===== src/sv/ses_pkg.sv =====
package ses_pkg;

    // field and register widths
    localparam int MAX_ALT_DEF = 16;
    localparam int IDX_W       = 6;
    localparam int CNT_W       = 7;
    localparam int SUM_W       = 48;
    localparam int SMP_W       = 32;
    localparam int ICPT_W      = 40;
    localparam int SLOPE_W     = 32;
    localparam int RND_W       = 16;
    localparam int TOT_W       = 32;
    localparam int MASK_W      = 16;
    localparam int CFG_IDX_W   = 2;
    localparam int CFG_DATA_W  = 40;

    // configuration register indexes
    localparam logic [CFG_IDX_W-1:0] CFG_ALTS  = 2'd0;
    localparam logic [CFG_IDX_W-1:0] CFG_ICPT  = 2'd1;
    localparam logic [CFG_IDX_W-1:0] CFG_SLOPE = 2'd2;

    localparam logic [CNT_W-1:0] ALTS_RST = 7'd16;

    // controller to datapath commands
    typedef struct packed {
        logic             capture;
        logic             add;
        logic             scan_rd;
        logic             scan_elim;
        logic [IDX_W-1:0] scan_idx;
        logic             out_load;
    } t_ses_cmd;

    // datapath to controller status
    typedef struct packed {
        logic eor;
        logic out_free;
    } t_ses_sts;

endpackage


===== src/sv/ses_ctrl.sv =====
module ses_ctrl #(
    parameter int MAX_ALTERNATIVES = 16
) (
    input  logic              i_clk,
    input  logic              i_rst_n,
    input  logic              i_in_valid,
    output logic              o_in_ready,
    input  ses_pkg::t_ses_sts i_sts,
    output ses_pkg::t_ses_cmd o_cmd
);
    import ses_pkg::*;

    localparam int CW = $clog2(MAX_ALTERNATIVES + 1);

    localparam logic [2:0] S_IDLE = 3'd0;
    localparam logic [2:0] S_ADD  = 3'd1;
    localparam logic [2:0] S_BEST = 3'd2;
    localparam logic [2:0] S_ELIM = 3'd3;
    localparam logic [2:0] S_OUT  = 3'd4;

    logic [2:0]    r_state, n_state;
    logic [CW-1:0] r_cnt, n_cnt;
    logic          scan_end;

    assign scan_end = (r_cnt == CW'(MAX_ALTERNATIVES));

    // next state and commands
    always_comb begin
        n_state         = r_state;
        n_cnt           = r_cnt;
        o_in_ready      = 1'b0;
        o_cmd           = '0;
        o_cmd.scan_idx  = IDX_W'(r_cnt);
        unique case (r_state)
            S_IDLE: begin
                o_in_ready = 1'b1;
                if (i_in_valid) begin
                    o_cmd.capture = 1'b1;
                    n_state       = S_ADD;
                end
            end
            S_ADD: begin
                o_cmd.add = 1'b1;
                n_cnt     = '0;
                n_state   = i_sts.eor ? S_BEST : S_IDLE;
            end
            S_BEST: begin
                if (scan_end) begin
                    n_cnt   = '0;
                    n_state = S_ELIM;
                end else begin
                    o_cmd.scan_rd = 1'b1;
                    n_cnt         = r_cnt + 1'b1;
                end
            end
            S_ELIM: begin
                if (scan_end) begin
                    n_state = S_OUT;
                end else begin
                    o_cmd.scan_rd   = 1'b1;
                    o_cmd.scan_elim = 1'b1;
                    n_cnt           = r_cnt + 1'b1;
                end
            end
            S_OUT: begin
                if (i_sts.out_free) begin
                    o_cmd.out_load = 1'b1;
                    n_state        = S_IDLE;
                end
            end
            default: begin
                n_state = S_IDLE;
            end
        endcase
    end

    // state registers
    always_ff @(posedge i_clk) begin
        if (!i_rst_n) begin
            r_state <= S_IDLE;
            r_cnt   <= '0;
        end else begin
            r_state <= n_state;
            r_cnt   <= n_cnt;
        end
    end

`ifndef SYNTHESIS
    a_cnt_range: assert property (@(posedge i_clk) disable iff (!i_rst_n)
        r_cnt <= CW'(MAX_ALTERNATIVES))
        else $error("scan counter past the last alternative");

    a_add_follows_capture: assert property (@(posedge i_clk) disable iff (!i_rst_n)
        o_cmd.capture |=> r_state == S_ADD)
        else $error("accepted item not followed by accumulate step");

    a_out_one_load: assert property (@(posedge i_clk) disable iff (!i_rst_n)
        o_cmd.out_load |=> !o_cmd.out_load)
        else $error("two result loads in a row");
`endif

endmodule


===== src/sv/ses_dp.sv =====
module ses_dp #(
    parameter int MAX_ALTERNATIVES = 16
) (
    input  logic                                 i_clk,
    input  logic                                 i_rst_n,
    input  logic                                 i_cfg_valid,
    input  logic [ses_pkg::CFG_IDX_W-1:0]        i_cfg_index,
    input  logic [ses_pkg::CFG_DATA_W-1:0]       i_cfg_data,
    input  logic                                 i_new_run,
    input  logic [ses_pkg::IDX_W-1:0]            i_alt_index,
    input  logic signed [ses_pkg::SMP_W-1:0]     i_sample_value,
    input  logic                                 i_end_of_round,
    input  ses_pkg::t_ses_cmd                    i_cmd,
    output ses_pkg::t_ses_sts                    o_sts,
    input  logic                                 i_out_ready,
    output logic                                 o_out_valid,
    output logic                                 o_finished,
    output logic [ses_pkg::IDX_W-1:0]            o_best_index,
    output logic [ses_pkg::CNT_W-1:0]            o_active_count,
    output logic [ses_pkg::MASK_W-1:0]           o_active_mask,
    output logic [ses_pkg::RND_W-1:0]            o_rounds_done,
    output logic [ses_pkg::TOT_W-1:0]            o_samples_taken
);
    import ses_pkg::*;

    localparam int AW   = $clog2(MAX_ALTERNATIVES);
    localparam int LIMW = SUM_W + 2;
    localparam logic signed [SUM_W-1:0] SUM_MAXV = {1'b0, {(SUM_W-1){1'b1}}};
    localparam logic signed [SUM_W-1:0] SUM_MINV = {1'b1, {(SUM_W-1){1'b0}}};

    // configuration registers
    logic [CNT_W-1:0]   r_cfg_alts;
    logic [ICPT_W-1:0]  r_cfg_icpt;
    logic [SLOPE_W-1:0] r_cfg_slope;

    // captured item
    logic [IDX_W-1:0]        r_idx;
    logic signed [SMP_W-1:0] r_sample;
    logic                    r_eor;

    // run state
    logic [MAX_ALTERNATIVES-1:0] r_active, n_active;
    logic [MAX_ALTERNATIVES-1:0] r_valid;
    logic [CNT_W-1:0]            r_active_total, n_active_total;
    logic [RND_W-1:0]            r_round, n_round;
    logic [TOT_W-1:0]            r_sample_total;
    logic                        r_done;

    // sum memory
    logic signed [SUM_W-1:0] r_mem [MAX_ALTERNATIVES];
    logic signed [SUM_W-1:0] r_rd;
    logic [IDX_W-1:0]        rd_addr_full;
    logic [AW-1:0]           rd_addr;

    // scan pipeline and best tracking
    logic                    r_p_vld, r_p_elim;
    logic [AW-1:0]           r_p_idx;
    logic                    r_best_vld;
    logic [AW-1:0]           r_best_idx;
    logic signed [SUM_W-1:0] r_best_sum;
    logic [SUM_W-1:0]        r_prod;
    logic [ICPT_W-1:0]       r_w;
    logic signed [LIMW-1:0]  r_limit;

    // output registers
    logic                    r_o_valid;
    logic                    r_o_finished;
    logic [IDX_W-1:0]        r_o_best;
    logic [CNT_W-1:0]        r_o_count;
    logic [MASK_W-1:0]       r_o_mask;
    logic [RND_W-1:0]        r_o_rounds;
    logic [TOT_W-1:0]        r_o_samples;

    logic [CNT_W-1:0]        eff_n;
    logic [AW-1:0]           idx_tr;
    logic                    add_ok;
    logic signed [SUM_W:0]   add_wide;
    logic signed [SUM_W-1:0] add_sat;
    logic signed [SUM_W-1:0] add_base;
    logic signed [SUM_W-1:0] scan_sum;
    logic                    best_take;
    logic                    elim_take;
    logic [MASK_W-1:0]       mask_now;

    // effective alternative count
    assign eff_n = (r_cfg_alts < CNT_W'(MAX_ALTERNATIVES)) ? r_cfg_alts
                                                            : CNT_W'(MAX_ALTERNATIVES);

    // accumulate step
    assign idx_tr   = r_idx[AW-1:0];
    assign add_ok   = !r_done && ({1'b0, r_idx} < eff_n) && r_active[idx_tr];
    assign add_base = r_valid[idx_tr] ? r_rd : '0;
    assign add_wide = {add_base[SUM_W-1], add_base}
                    + {{(SUM_W+1-SMP_W){r_sample[SMP_W-1]}}, r_sample};
    always_comb begin
        if (add_wide[SUM_W] != add_wide[SUM_W-1]) begin
            add_sat = add_wide[SUM_W] ? SUM_MINV : SUM_MAXV;
        end else begin
            add_sat = add_wide[SUM_W-1:0];
        end
    end

    // memory read address, the index is cut to its low bits and those past the store read entry zero
    assign rd_addr_full = i_cmd.capture ? i_alt_index : i_cmd.scan_idx;
    always_comb begin
        if ({1'b0, rd_addr_full[AW-1:0]} < (AW+1)'(MAX_ALTERNATIVES)) begin
            rd_addr = rd_addr_full[AW-1:0];
        end else begin
            rd_addr = '0;
        end
    end

    // sum memory, one write and one registered read
    always_ff @(posedge i_clk) begin
        if (i_cmd.add && add_ok) begin
            r_mem[idx_tr] <= add_sat;
        end
        r_rd <= r_mem[rd_addr];
    end

    // scan compare against best and limit
    assign scan_sum  = r_valid[r_p_idx] ? r_rd : '0;
    assign best_take = r_p_vld && !r_p_elim && r_active[r_p_idx]
                    && (!r_best_vld || (scan_sum > r_best_sum));
    assign elim_take = r_p_vld && r_p_elim && r_best_vld && !r_done
                    && r_active[r_p_idx] && (r_p_idx != r_best_idx)
                    && ($signed({{2{scan_sum[SUM_W-1]}}, scan_sum}) < r_limit);

    // active flags and count
    always_comb begin
        n_active       = r_active;
        n_active_total = r_active_total;
        if (i_cmd.capture && i_new_run) begin
            for (int i = 0; i < MAX_ALTERNATIVES; i++) begin
                n_active[i] = (CNT_W'(i) < eff_n);
            end
            n_active_total = eff_n;
        end else if (elim_take) begin
            n_active[r_p_idx] = 1'b0;
            n_active_total    = r_active_total - 1'b1;
        end
    end

    // round counter after this round
    always_comb begin
        n_round = r_round;
        if (!r_done && (r_round != {RND_W{1'b1}})) begin
            n_round = r_round + 1'b1;
        end
    end

    // active mask, alternatives beyond the store read as clear
    always_comb begin
        mask_now = '0;
        for (int i = 0; i < MASK_W; i++) begin
            if (i < MAX_ALTERNATIVES) begin
                mask_now[i] = r_active[i];
            end
        end
    end

    // control and run state
    always_ff @(posedge i_clk) begin
        if (!i_rst_n) begin
            r_cfg_alts     <= ALTS_RST;
            r_cfg_icpt     <= '0;
            r_cfg_slope    <= '0;
            r_active       <= '0;
            r_valid        <= '0;
            r_active_total <= '0;
            r_round        <= '0;
            r_sample_total <= '0;
            r_done         <= 1'b0;
            r_eor          <= 1'b0;
            r_p_vld        <= 1'b0;
            r_p_elim       <= 1'b0;
            r_best_vld     <= 1'b0;
            r_o_valid      <= 1'b0;
        end else begin
            // configuration writes
            if (i_cfg_valid) begin
                case (i_cfg_index)
                    CFG_ALTS:  r_cfg_alts  <= i_cfg_data[CNT_W-1:0];
                    CFG_ICPT:  r_cfg_icpt  <= i_cfg_data[ICPT_W-1:0];
                    CFG_SLOPE: r_cfg_slope <= i_cfg_data[SLOPE_W-1:0];
                    default: ;
                endcase
            end
            r_active       <= n_active;
            r_active_total <= n_active_total;
            r_p_vld        <= i_cmd.scan_rd;
            r_p_elim       <= i_cmd.scan_elim;
            // item capture and new run clear
            if (i_cmd.capture) begin
                r_eor      <= i_end_of_round;
                r_best_vld <= 1'b0;
                if (i_new_run) begin
                    r_valid        <= '0;
                    r_round        <= '0;
                    r_sample_total <= '0;
                    r_done         <= 1'b0;
                end
            end
            // accumulate
            if (i_cmd.add && add_ok) begin
                r_valid[idx_tr] <= 1'b1;
                if (r_sample_total != {TOT_W{1'b1}}) begin
                    r_sample_total <= r_sample_total + 1'b1;
                end
            end
            if (best_take) begin
                r_best_vld <= 1'b1;
            end
            // close the round and present the result
            if (i_cmd.out_load) begin
                r_round <= n_round;
                if (!r_done && (r_active_total == CNT_W'(1))) begin
                    r_done <= 1'b1;
                end
                r_o_valid <= 1'b1;
            end else if (i_out_ready) begin
                r_o_valid <= 1'b0;
            end
        end
    end

    // payload registers
    always_ff @(posedge i_clk) begin
        if (i_cmd.capture) begin
            r_idx    <= i_alt_index;
            r_sample <= i_sample_value;
        end
        if (best_take) begin
            r_best_idx <= r_p_idx;
            r_best_sum <= scan_sum;
        end
        r_p_idx <= i_cmd.scan_idx[AW-1:0];
        // margin: intercept minus rounds times slope, floored at zero
        r_prod  <= SUM_W'(r_round) * SUM_W'(r_cfg_slope);
        if (SUM_W'(r_cfg_icpt) > r_prod) begin
            r_w <= r_cfg_icpt - r_prod[ICPT_W-1:0];
        end else begin
            r_w <= '0;
        end
        r_limit <= $signed({{2{r_best_sum[SUM_W-1]}}, r_best_sum})
                 - $signed({{(LIMW-ICPT_W){1'b0}}, r_w});
        if (i_cmd.out_load) begin
            r_o_finished <= (r_active_total == CNT_W'(1));
            r_o_best     <= r_best_vld ? IDX_W'(r_best_idx) : '0;
            r_o_count    <= r_active_total;
            r_o_mask     <= mask_now;
            r_o_rounds   <= n_round;
            r_o_samples  <= r_sample_total;
        end
    end

    assign o_sts.eor      = r_eor;
    assign o_sts.out_free = !r_o_valid || i_out_ready;

    assign o_out_valid     = r_o_valid;
    assign o_finished      = r_o_finished;
    assign o_best_index    = r_o_best;
    assign o_active_count  = r_o_count;
    assign o_active_mask   = r_o_mask;
    assign o_rounds_done   = r_o_rounds;
    assign o_samples_taken = r_o_samples;

`ifndef SYNTHESIS
    a_total_matches_flags: assert property (@(posedge i_clk) disable iff (!i_rst_n)
        r_active_total == CNT_W'($countones(r_active)))
        else $error("active count differs from active flags");

    a_done_single: assert property (@(posedge i_clk) disable iff (!i_rst_n)
        r_done |-> (r_active_total == CNT_W'(1)))
        else $error("run finished without a single survivor");

    a_best_active: assert property (@(posedge i_clk) disable iff (!i_rst_n)
        r_best_vld |-> r_active[r_best_idx])
        else $error("best alternative is not active");
`endif

endmodule


===== src/sv/sequential_elimination_screen_top.sv =====
// channel | direction | handshake                  | payload
// input   | in        | i_in_valid / o_in_ready    | i_new_run, i_alt_index, i_sample_value,
//         |           |                            | i_end_of_round
// result  | out       | o_out_valid / i_out_ready  | o_finished, o_best_index, o_active_count,
//         |           |                            | o_active_mask, o_rounds_done, o_samples_taken
// config  | in        | i_cfg_valid / o_cfg_ready  | i_cfg_index, i_cfg_data
//
// an item without end of round is captured with its sum read, then added and written back
// an end of round item makes two passes over the sum memory
//   (best search, then elimination), one read port entry per cycle, plus result load
// a result waiting in the output register holds the next end of round item in its last step
// reset (synchronous, active low) clears the run state; no clearing pass is needed
// config writes are always taken
module sequential_elimination_screen_top #(
    parameter int MAX_ALTERNATIVES = ses_pkg::MAX_ALT_DEF
) (
    input  logic                                 i_clk,
    input  logic                                 i_rst_n,
    input  logic                                 i_in_valid,
    output logic                                 o_in_ready,
    input  logic                                 i_new_run,
    input  logic [ses_pkg::IDX_W-1:0]            i_alt_index,
    input  logic signed [ses_pkg::SMP_W-1:0]     i_sample_value,
    input  logic                                 i_end_of_round,
    output logic                                 o_out_valid,
    input  logic                                 i_out_ready,
    output logic                                 o_finished,
    output logic [ses_pkg::IDX_W-1:0]            o_best_index,
    output logic [ses_pkg::CNT_W-1:0]            o_active_count,
    output logic [ses_pkg::MASK_W-1:0]           o_active_mask,
    output logic [ses_pkg::RND_W-1:0]            o_rounds_done,
    output logic [ses_pkg::TOT_W-1:0]            o_samples_taken,
    input  logic                                 i_cfg_valid,
    output logic                                 o_cfg_ready,
    input  logic [ses_pkg::CFG_IDX_W-1:0]        i_cfg_index,
    input  logic [ses_pkg::CFG_DATA_W-1:0]       i_cfg_data
);
    import ses_pkg::*;

    t_ses_cmd cmd;
    t_ses_sts sts;

    assign o_cfg_ready = 1'b1;

    // sequencer
    ses_ctrl #(
        .MAX_ALTERNATIVES(MAX_ALTERNATIVES)
    ) u_ctrl (
        .i_clk      (i_clk),
        .i_rst_n    (i_rst_n),
        .i_in_valid (i_in_valid),
        .o_in_ready (o_in_ready),
        .i_sts      (sts),
        .o_cmd      (cmd)
    );

    // sums, flags, counters and result register
    ses_dp #(
        .MAX_ALTERNATIVES(MAX_ALTERNATIVES)
    ) u_dp (
        .i_clk           (i_clk),
        .i_rst_n         (i_rst_n),
        .i_cfg_valid     (i_cfg_valid),
        .i_cfg_index     (i_cfg_index),
        .i_cfg_data      (i_cfg_data),
        .i_new_run       (i_new_run),
        .i_alt_index     (i_alt_index),
        .i_sample_value  (i_sample_value),
        .i_end_of_round  (i_end_of_round),
        .i_cmd           (cmd),
        .o_sts           (sts),
        .i_out_ready     (i_out_ready),
        .o_out_valid     (o_out_valid),
        .o_finished      (o_finished),
        .o_best_index    (o_best_index),
        .o_active_count  (o_active_count),
        .o_active_mask   (o_active_mask),
        .o_rounds_done   (o_rounds_done),
        .o_samples_taken (o_samples_taken)
    );

endmodule


===== config.mk =====
export PLATFORM = sky130hd
export DESIGN_NAME = sequential_elimination_screen_top
export DESIGN_NICKNAME = d
export VERILOG_FILES = /design/src/sv/ses_pkg.sv /design/src/sv/ses_ctrl.sv /design/src/sv/ses_dp.sv /design/src/sv/sequential_elimination_screen_top.sv
export SDC_FILE = /design/constraint.sdc
export NUM_CORES = 2
export LEC_CHECK = 0
export ABC_CLOCK_PERIOD_IN_PS = 8700
export BUFFER_PORTS_ARGS = -buffer_cell sky130_fd_sc_hd__buf_2
export CORE_MARGIN = 3
export CORE_UTILIZATION = 64
export DETAILED_ROUTE_END_ITERATION = 7
export PLACE_DENSITY = 0.9
export SYNTH_ARGS = -nofsm -noshare
export SYNTH_HDL_FRONTEND = slang
export SYNTH_SLANG_ARGS = --single-unit

===== constraint.sdc =====
create_clock -name i_clk -period 8.7 [get_ports i_clk]
set_input_delay 1.74 -clock i_clk [delete_from_list [all_inputs] [get_ports i_clk]]
set_output_delay 1.74 -clock i_clk [all_outputs]
set_load 0.02 [all_outputs]

==> results.txt <==
RSZ-0062 raised after global routing: no
worst endpoint required time: 9.06 ns
Max Buffers Root-to-Sink: 3
Fin. Hold Viols: 0
CP Max Fanout: 34
status: finished, final reports clean
worst setup path end: u_dp.r_mem[13][28]
setup TNS: 0 ns
vias in the first global route: 51600
clock skew: 0.0408 ns
Slew @ Worst Pin: 1.28 ns
max cap viols: 0
top cells by area, synth: edfxtp_1 38%, fa_1 12%, dfxtp_1 10%, mux4_2 6.5%, ha_1 6.1%
antenna violations before repair: 9
Max IR drop VDD: 0.212 mV
routability cong.: 0.970
CTS buffer count: 132
largest net degree at the start of global routing: 103
Setup CP Type: reg2reg
layout cells sized above 1: 0.113
worst r2r src: u_dp.r_idx[0]
IO Count: 168
Initial DRT Pass Iterations: 7
# DRC: 0
Synth Warn #: 0
clk root buf: clkbuf_16
Switch Pwr: 3.66 mW
CP arrival: 8.51 ns
Mapped Cells: 6147
Yosys cell types: 97
crit end category: register
Post-synth top flop: edfxtp_1
CTS Hold Bufs: 0
FF-to-FF setup slack: 0.56 ns
vias: 50900
commonest cells after routing, fill and taps aside: 934 x edfxtp_1, 740 x nand2_1, 684 x inv_1
Routed Antenna Nets: 0
Detailed Route WL: 196000 um
Async SR Flop Fraction: 0
core area: 113000 sq um
Startpoint Class: register
endpoints failing setup: 0
Pwr Total: 14.5 mW
Comb pwr share: 0.107
Post-synth EDFFs: 934
Worst R2R End: u_dp.r_mem[13][28]
Detailed Place HPWL: 128000 um
Fmax: 123 MHz
clock-pin slew on the worst setup and hold paths: 0.06 ns
# resized after CTS: 0
Starting Density: 0.648
most common cell after layout, fill and taps aside: edfxtp_1
P_leak: 32.0 nW
Slew Limit Headroom: 0.138
pwr/cell area: 181 nW/um^2
H-tree depth: 4
min-delay worst type: reg2reg
die area: 119000 sq um
vias per inst: 6.49
sequential power share: 0.491
GRT Util Overall: 0.335
Yosys reg bits: 1303
Worst setup startpoint: u_dp.r_idx[0]
CTS tree: done
wire per inst: 24.9 um
first-pass GRT wire length: 302000 um
NumNets Final: 7083
clock network power share: 0.402
Starting DRT DRC Count: 6067
Yosys top cell area share: 0.383
GR Overflow Total: 0
Int Pwr: 10.8 mW
Final min period: 8.14 ns
die width: 344 um
CTS sink count: 1303
sequential-to-total area share from yosys stat: 0.484
row count: 123
area grow syn2layout: 9.16%
fin. max-slew vios: 0
cell taking the most area after synthesis: edfxtp_1
worst reg-to-reg path cell count: 15
Syn Area/Cell: 11.9 sq um
port bufs: 164
Mapped Area: 73200 sq um
Final Cycle Share: 0.936
die height: 344 um
Setup Fix Bufs, Post-CTS: 0
worst skew pair latency: 0.76 ns
Sw Ratio: 0.253
-- layout make-up --
class / count / area (sq um)
fill: 7056 / 33000
multi-input combinational: 3861 / 34200
tap: 1500 / 1880
antenna: 13 / 32.5
inverter: 688 / 2590
timing repair buffer: 234 / 1410
sequential: 1303 / 35400
clock buffer: 179 / 3670
clock inverter: 63 / 752
-- worst min path at each step --
stage | start | end | slack (ns) | cells past startpoint
floorplan | u_ctrl.r_cnt[1] | u_dp.r_p_idx[1] | 0.38 | 0
global placement | u_ctrl.r_cnt[1] | u_dp.r_p_idx[1] | 0.41 | 0
detailed placement | u_ctrl.r_cnt[1] | u_dp.r_p_idx[1] | 0.41 | 0
CTS | u_ctrl.r_cnt[1] | u_dp.r_p_idx[1] | 0.43 | 0
global route | u_ctrl.r_cnt[1] | u_dp.r_p_idx[1] | 0.45 | 0
finish | u_ctrl.r_cnt[1] | u_dp.r_p_idx[1] | 0.43 | 0
-- metal layers --
metal  GRT usage  wire, um  vias up
li1            -         -    21500
met1       0.440     70700    24900
met2       0.530     91700     3638
met3      0.0856     23000      780
met4       0.153     10100       10
met5           0        69        -
-- sequential cells by signal (all words and copies together), names as in the netlist, 32 cells and up --
| signal | cells |
|---|---|
| u_dp.o_samples_taken | 32 |
| u_dp.r_sample_total | 32 |
| u_dp.r_limit | 49 |
| u_dp.r_best_sum | 48 |
| u_dp.r_prod | 48 |
| u_dp.r_sample | 32 |
| u_dp.r_cfg_slope | 32 |
| u_dp.r_rd | 48 |
| u_dp.r_cfg_icpt | 40 |
| u_dp.r_mem | 768 |
| u_dp.r_w | 40 |
-- Yosys cell counts (21+ instances only) --
master / instances
a211oi_1: 75
a21o_1: 144
a21oi_1: 322
a31oi_1: 75
and2_1: 368
and3_1: 28
buf_1: 21
buf_2: 42
clkbuf_1: 223
dfxtp_1: 369
edfxtp_1: 934
fa_1: 421
ha_1: 355
inv_1: 686
mux2i_1: 23
mux4_2: 211
nand2_1: 740
nand2b_1: 35
nand3_1: 84
nand4_1: 53
nor2_1: 192
nor2b_1: 38
nor3_1: 40
o21a_1: 33
o21ai_0: 127
o21ai_1: 23
o21bai_1: 29
xnor2_1: 130
xor2_1: 67
-- power groups by stage --
stage          registers (mW)  clock network (mW)  logic (mW)
6_report                 7.10                5.82        1.55
5_1_grt                  7.11                6.10        1.68
3_5_place_dp             7.22                   0        1.48
3_3_place_gp             7.21                   0        1.43
2_1_floorplan            7.10                   0        1.11
4_1_cts                  7.09                5.86        1.52
-- metrics by stage --
stage	worst slack, ns	util	instances	hold WS [ns]	instance area, sq um
2_1_floorplan	2.06	-	6149	0.376	73300
6_report	0.556	0.708	7841	0.433	80000
5_1_grt	0.522	0.708	7830	0.451	79900
3_3_place_gp	1.24	0.668	7586	0.408	75500
3_5_place_dp	1.12	0.668	7586	0.408	75500
4_1_cts	1.06	0.708	7828	0.425	79900
-- cell families after synthesis --
family / share of synthesized area
AO/OA/AOI/OAI: 0.0825
XOR/XNOR: 0.0239
adder cells (fa/ha/maj): 0.176
buffers and inverters: 0.0520
flip-flops: 0.484
multiplexers: 0.0690
other: 0.000103
AND/OR/NAND/NOR: 0.112
-- worst max-delay path, cell delays in order, from the launching register on --
cell	delay, ns
edfxtp_1	0.79
mux4_2	0.59
mux4_2	0.82
and2_1	0.32
ha_1	0.39
nor2b_1	0.25
o2111ai_1	0.21
a211oi_1	0.38
o31ai_1	0.33
a211oi_1	0.43
nor2_1	0.19
o2111ai_1	0.26
mux2_2	0.50
nand2_1	0.79
buf_4	0.49
a21oi_1	0.93
(Power assumes the default switching activity.)
